$ cat src/rtl/tgo_pkg.sv
// ----------------------------------------------------------------------------
// Tracking wheel odometry package
// Shared constants, command and status types, and the CORDIC angle table.
// ----------------------------------------------------------------------------
package tgo_pkg;

  localparam int CORDIC_STEPS = 16;
  localparam int ANGLE_BITS   = 16;
  localparam int STEP_W       = $clog2(CORDIC_STEPS);
  localparam int XY_W         = 52;
  localparam int CFG_IDX_W    = 3;
  localparam int CFG_DATA_W   = 32;
  localparam int ATAN_LEN     = 24;

  localparam logic [CFG_IDX_W-1:0] REG_WHEEL1_SCALE   = 3'd0;
  localparam logic [CFG_IDX_W-1:0] REG_WHEEL2_SCALE   = 3'd1;
  localparam logic [CFG_IDX_W-1:0] REG_ARM_PERP       = 3'd2;
  localparam logic [CFG_IDX_W-1:0] REG_ARM_PAR        = 3'd3;
  localparam logic [CFG_IDX_W-1:0] REG_HEADING_OFFSET = 3'd4;
  localparam logic [CFG_IDX_W-1:0] REG_START_X        = 3'd5;
  localparam logic [CFG_IDX_W-1:0] REG_START_Y        = 3'd6;

  localparam logic [22:0] ARC_K    = 23'd6588397;
  localparam logic [30:0] GAIN_Q31 = 31'd1304065748;

  localparam logic [31:0] ATAN_TURNS [ATAN_LEN] = '{
    32'h20000000, 32'h12E4051E, 32'h09FB385B, 32'h051111D4, 32'h028B0D43,
    32'h0145D7E1, 32'h00A2F61E, 32'h00517C55, 32'h0028BE53, 32'h00145F2F,
    32'h000A2F98, 32'h000517CC, 32'h00028BE6, 32'h000145F3, 32'h0000A2FA,
    32'h0000517D, 32'h000028BE, 32'h0000145F, 32'h00000A30, 32'h00000518,
    32'h0000028C, 32'h00000146, 32'h000000A3, 32'h00000051
  };

  typedef struct packed {
    logic load;
    logic scale;
    logic delta;
    logic turn;
    logic arc;
    logic pre;
    logic rot;
    logic gain1;
    logic gain2;
    logic sum;
  } tgo_cmd_t;

  typedef struct packed {
    logic rot_done;
  } tgo_sts_t;

  function automatic logic [ANGLE_BITS:0] atan_angle(logic [4:0] idx);
    logic [32:0] v;
    v = 33'd0;
    if (int'(idx) < ATAN_LEN) begin
      v = {1'b0, ATAN_TURNS[idx]} + (33'd1 << (31 - ANGLE_BITS));
    end
    return (ANGLE_BITS + 1)'(v >> (32 - ANGLE_BITS));
  endfunction

  function automatic logic [ANGLE_BITS-1:0] to_angle(logic [15:0] h);
    logic [39:0] v;
    v = 40'(h);
    if (ANGLE_BITS >= 16) begin
      v = v << (ANGLE_BITS - 16);
    end else begin
      v = v >> (16 - ANGLE_BITS);
    end
    return v[ANGLE_BITS-1:0];
  endfunction

endpackage

$ cat src/rtl/tgo_controller.sv
// ----------------------------------------------------------------------------
// Odometry controller
// Sequences the datapath through one item and owns both handshakes.
// ----------------------------------------------------------------------------
module tgo_controller (
  input  logic              clk_i,
  input  logic              rst_ni,
  input  logic              in_valid_i,
  output logic              in_ready_o,
  output logic              out_valid_o,
  input  logic              out_ready_i,
  input  tgo_pkg::tgo_sts_t sts_i,
  output tgo_pkg::tgo_cmd_t cmd_o
);
  import tgo_pkg::*;

  typedef enum logic [9:0] {
    S_IDLE  = 10'b0000000001,
    S_DIST  = 10'b0000000010,
    S_DELTA = 10'b0000000100,
    S_TURN  = 10'b0000001000,
    S_ARC   = 10'b0000010000,
    S_PRE   = 10'b0000100000,
    S_ROT   = 10'b0001000000,
    S_GAIN1 = 10'b0010000000,
    S_GAIN2 = 10'b0100000000,
    S_SUM   = 10'b1000000000
  } state_e;

  state_e state_q, state_d;
  logic   out_valid_q, out_valid_d;
  logic   sum_ok;

  assign sum_ok      = !out_valid_q || out_ready_i;
  assign in_ready_o  = (state_q == S_IDLE);
  assign out_valid_o = out_valid_q;

  always_comb begin
    cmd_o       = '0;
    state_d     = state_q;
    out_valid_d = out_valid_q && !out_ready_i;
    case (state_q)
      S_IDLE: begin
        if (in_valid_i) begin
          cmd_o.load = 1'b1;
          state_d    = S_DIST;
        end
      end
      S_DIST: begin
        cmd_o.scale = 1'b1;
        state_d     = S_DELTA;
      end
      S_DELTA: begin
        cmd_o.delta = 1'b1;
        state_d     = S_TURN;
      end
      S_TURN: begin
        cmd_o.turn = 1'b1;
        state_d    = S_ARC;
      end
      S_ARC: begin
        cmd_o.arc = 1'b1;
        state_d   = S_PRE;
      end
      S_PRE: begin
        cmd_o.pre = 1'b1;
        state_d   = S_ROT;
      end
      S_ROT: begin
        cmd_o.rot = 1'b1;
        if (sts_i.rot_done) begin
          state_d = S_GAIN1;
        end
      end
      S_GAIN1: begin
        cmd_o.gain1 = 1'b1;
        state_d     = S_GAIN2;
      end
      S_GAIN2: begin
        cmd_o.gain2 = 1'b1;
        state_d     = S_SUM;
      end
      S_SUM: begin
        if (sum_ok) begin
          cmd_o.sum   = 1'b1;
          out_valid_d = 1'b1;
          state_d     = S_IDLE;
        end
      end
      default: begin
        state_d = S_IDLE;
      end
    endcase
  end

  always_ff @(posedge clk_i or negedge rst_ni) begin
    if (!rst_ni) begin
      state_q     <= S_IDLE;
      out_valid_q <= 1'b0;
    end else begin
      state_q     <= state_d;
      out_valid_q <= out_valid_d;
    end
  end

  a_load_to_dist: assert property (@(posedge clk_i) disable iff (!rst_ni)
    cmd_o.load |=> state_q == S_DIST)
    else $error("Accepted transaction did not start the distance step.");

  a_sum_valid: assert property (@(posedge clk_i) disable iff (!rst_ni)
    cmd_o.sum |=> out_valid_q)
    else $error("Result not presented after the position update.");

  a_rot_exit: assert property (@(posedge clk_i) disable iff (!rst_ni)
    (state_q == S_ROT && sts_i.rot_done) |=> state_q == S_GAIN1)
    else $error("Rotation did not hand over to gain scaling.");

  a_no_overwrite: assert property (@(posedge clk_i) disable iff (!rst_ni)
    (out_valid_q && !out_ready_i) |-> !cmd_o.sum)
    else $error("Pending result overwritten.");

endmodule

$ cat config.mk
export PLATFORM = sky130hd
export DESIGN_NAME = tgo_controller
export DESIGN_NICKNAME = d
export VERILOG_FILES = /design/src/rtl/tgo_pkg.sv /design/src/rtl/tgo_controller.sv
export SDC_FILE = /design/constraint.sdc
export NUM_CORES = 1
export LEC_CHECK = 0
export ABC_AREA = 1
export BUFFER_PORTS_ARGS = -buffer_cell sky130_fd_sc_hd__buf_2
export CAP_MARGIN = 0
export CORE_MARGIN = 2
export CORE_UTILIZATION = 35
export DETAILED_ROUTE_END_ITERATION = 8
export RECOVER_POWER = 100
export SLEW_MARGIN = 20
export SYNTH_ARGS = -nofsm -noshare
export SYNTH_HDL_FRONTEND = slang
export SYNTH_SLANG_ARGS = --single-unit
$ cat constraint.sdc
create_clock -name clk_i -period 2.15 [get_ports clk_i]
set_input_delay 0.3225 -clock clk_i [delete_from_list [all_inputs] [get_ports clk_i]]
set_output_delay 0.3225 -clock clk_i [all_outputs]
set_load 0.005 [all_outputs]
Yosys cells after proc, flatten, opt, wreduce, memory -nomap -nowiden
Index checks and enable logic that the tools add are counted.

Eq/ne operators: 13. Multiplexer cells: 18. Reductions and logical operators: 5.

Operators with widths (count): case mux 10 bit (10 select lines) (1); 2-to-1 mux 10 bit (3); 2-to-1 mux 1 bit (14); equality test 10 x 1 -> 1 bit (second input constant) (1); equality test 10 bit (second input constant) (1); equality test 10 x 2 -> 1 bit (second input constant) (1); equality test 10 x 3 -> 1 bit (second input constant) (1); equality test 10 x 4 -> 1 bit (second input constant) (1); equality test 10 x 5 -> 1 bit (second input constant) (1); equality test 10 x 6 -> 1 bit (second input constant) (1); equality test 10 x 7 -> 1 bit (second input constant) (1); equality test 10 x 8 -> 1 bit (second input constant) (1); equality test 10 x 9 -> 1 bit (second input constant) (1); inequality test 2 bit (second input constant) (3); AND reduction 3 bit (1); zero test 1 bit (2); logical AND 1 bit (1); logical OR 1 bit (1).

Register bits: 11. Input bits: 5. Output and inout port bits: 12.

Logic depth before layout (Yosys ltp)
Depth in word-level cells: 4. Mapped depth: 8.

Least setup slack after synthesis
No wires, ideal clock.

Kind: reg2out. From: reg state_q[0]. To: out cmd_o[9] in the netlist's numbering. Arrival time: 1095 ps. Required time: 1827 ps. Setup slack: 733 ps. Stages on the path, launching flop included: 5. Path buffers: 0. Cell sequence: dfstp_2 -> inv_1 -> nor2_1 -> nand3_2 -> nor4_1.

RTL lines: start, declared (RTL line tgo_controller.sv:30) `state_e state_q, state_d;`; start signal, assigned (RTL line tgo_controller.sv:101) `state_q <= state_d;`; end, declared (RTL line tgo_controller.sv:13) `output tgo_pkg::tgo_cmd_t cmd_o`.

==> metrics <==
Die X 48.34 um; final core occ 43.36%; XOR/XNOR Fraction of Synth Area 0%; FF-to-FF setup slack 790 ps; Layout area overhead 19.82%; setup violators final 0; RR Endpoint state_q[0]; WHS about 250 ps; CP Class reg -> out; Starting Density 36.18%; Die Area 2337 um^2; predominant post-synthesis flop cell dfrtp_1; share of layout cells above drive strength 1 27.83%; CTS Buffer Depth 2; DP HPWL 1088 um; Tot GR Track Use 13.35%; design area slightly above 800 um^2; Mapped Cells 94; Worst Hold Launch out_ready_i; gpl congestion 0.7477; non-filler instance count after layout 142; synthesized area 688.2 um^2; dpl cell area 802.0 um^2; Fin Setup TNS 0 ps; # fillers between 200 and 250; Core Rows 16; pre-CTS setup slack a little under 600 ps; multiplexer share of the synthesized area 0%; fin crit period 1899 ps; Yosys warning count 0; vias in the first global route 578; pin count of the biggest net entering global routing 12; DRT Pass-1 Iters 2; outcome finished, final reports clean; total power 0.7726 mW; DP Cell Count 137; Worst EP arrival approximately 1600 ps; commonest cells in the netlist inv_1 (26), nand2_1 (19), nor2_1 (15); Max VDD drop ~0.00047 V; global-route wire length before repair 2401 um; hold endpoint out_valid_o; clk_skew 1.967 ps; Crit path required time 1830 ps; fmax 526.5 MHz; crit path max fanout 7; Post-Synth Adder-Cell Area 0%; leakage 0.5683 nW; Area contributors post-synth dfrtp_1 (36%), inv_1 (14%), nand2_1 (10%), nor2_1 (8.2%), nor2_4 (6.5%); CTS tree built; post-synthesis simple-gate area fraction about 45%; Synth async-reset ratio 100.0%; post-route setup slack between 200 and 300 ps; number of buffers created by CTS 3; initial antenna violation count 0; pwr dens about 940 nW/um^2; worst hold stages 2; post-synthesis compound-gate area fraction 0.7273%; 1st-iter DRT viols 3; WL final 1305 um; Core Area 1902 um^2; final net count 121; die height 48.34 um; CTS H-tree lvls 1; total gr overflow 0; Final Max Tran Viols 0; post-CTS setup repair buffer count 0; RSZ-0062 raised after global routing false; Worst R2R Start state_q[4]; Seq/Total Area, Yosys 40.18%; largest area contributor in the netlist dfrtp_1; cts repair resizes 0; Max Cap Viol 0; relative slew slack 59.67%; Avg Cell Area, Syn roughly 7.3 um^2; count leader, synth inv_1; Ant. Diodes 0; Clock Latency Late Sink 260 ps; final-report hold violation count 0; Worst setup SP type flip-flop; Unique masters post-synth 16; Buffers on Ports 16; main combinational cell family by area after synthesis simple AND/OR/NAND/NOR gates; Worst-Margin Slew 605.0 ps; flops & latches, synth 11; top cell type's share of synthesized area 36.36%; DR vias/cell 4.169; drt wl/cell 9.190 um; clock transition at the registers of the reported paths 70 ps; number of remaining DRC errors 0; number of flops mapped to enable cells by yosys 0; I/O Pins 17; CP endpoint kind output port; Root Driver clkbuf_4; Final period util 88.35%; Synth Net Count a little under 100; CTS sink cnt 11; R2R depth 8; vias 592; DRT antenna net count 0; Hold WC Path Type in -> reg
sequential cells by signal (all words and copies together), names as in the netlist:
name and flops:
state_q 10, out_valid_o 1
cell type report:
cell class | count | area, um^2 | area share (%)
sequential | 11 | 276.5 | 33.54
tap | 27 | 33.78 | 4.097
clock buffer | 4 | 26.28 | 3.187
inverter | 26 | 97.59 | 11.84
timing repair buffer | 17 | 88.84 | 10.77
multi-input combinational | 57 | 301.5 | 36.57
what timing repair did:
action | in CTS | in global routing
endpoints found under the hold margin | 10 | 0
hold buffers | 1 | 0
endpoints found under the setup margin | 0 | 0
where the power goes:
| group | internal (mW) | switching (mW) |
|---|---|---|
| Clock | 0.0718 | 0.0668 |
| Sequential | 0.245 | 0.0281 |
| Combinational | 0.142 | 0.219 |
worst max-delay path: stages, from the launching register on:
cell and delay [ps]:
dfrtp_1 390, nor2_1 240, nand2_4 140, nor2_4 130, nand3_2 80, nand2_1 150, nor4_1 60, buf_2 130
layer usage:
metal  GRT usage [%]  vias to the layer above  routed length (um)
met5               0                        -                   0
met2           23.15                       13                 676
met3           5.864                        0                  78
li1                -                      312                   -
met4           2.857                        0                   0
met1           15.25                      267                 550
cells in the final DEF (no fill, tap or decap), types with 2 or more instances in the layout:
master	Yosys	final
nor2_4	4	4
nand2_1	19	20
inv_1	26	26
nor2_1	15	17
clkbuf_1	0	2
nor4_1	2	2
clkbuf_4	0	3
nand3_2	3	2
nand3_1	1	2
dfrtp_1	10	10
nand2_2	3	2
buf_2	0	14
nor2_2	5	3
kinds of logic after synthesis:
logic type	count (synthesis)
AO/OA/AOI/OAI	1
flip-flops	11
buffers and inverters	26
AND/OR/NAND/NOR	56
worst max-delay path by stage:
stage | start | slack [ps] | endpoint | depth (start not counted)
5_1_grt | state_q[4] | 110 | cmd_o[9] | 7
4_1_cts | state_q[0] | 290 | cmd_o[9] | 6
6_report | state_q[4] | 250 | cmd_o[9] | 7
3_3_place_gp | state_q[2] | 630 | cmd_o[9] | 7
2_1_floorplan | state_q[0] | 730 | cmd_o[9] | 4
3_5_place_dp | state_q[0] | 590 | cmd_o[9] | 6
Note: power is estimated with default switching activity, not from simulation.
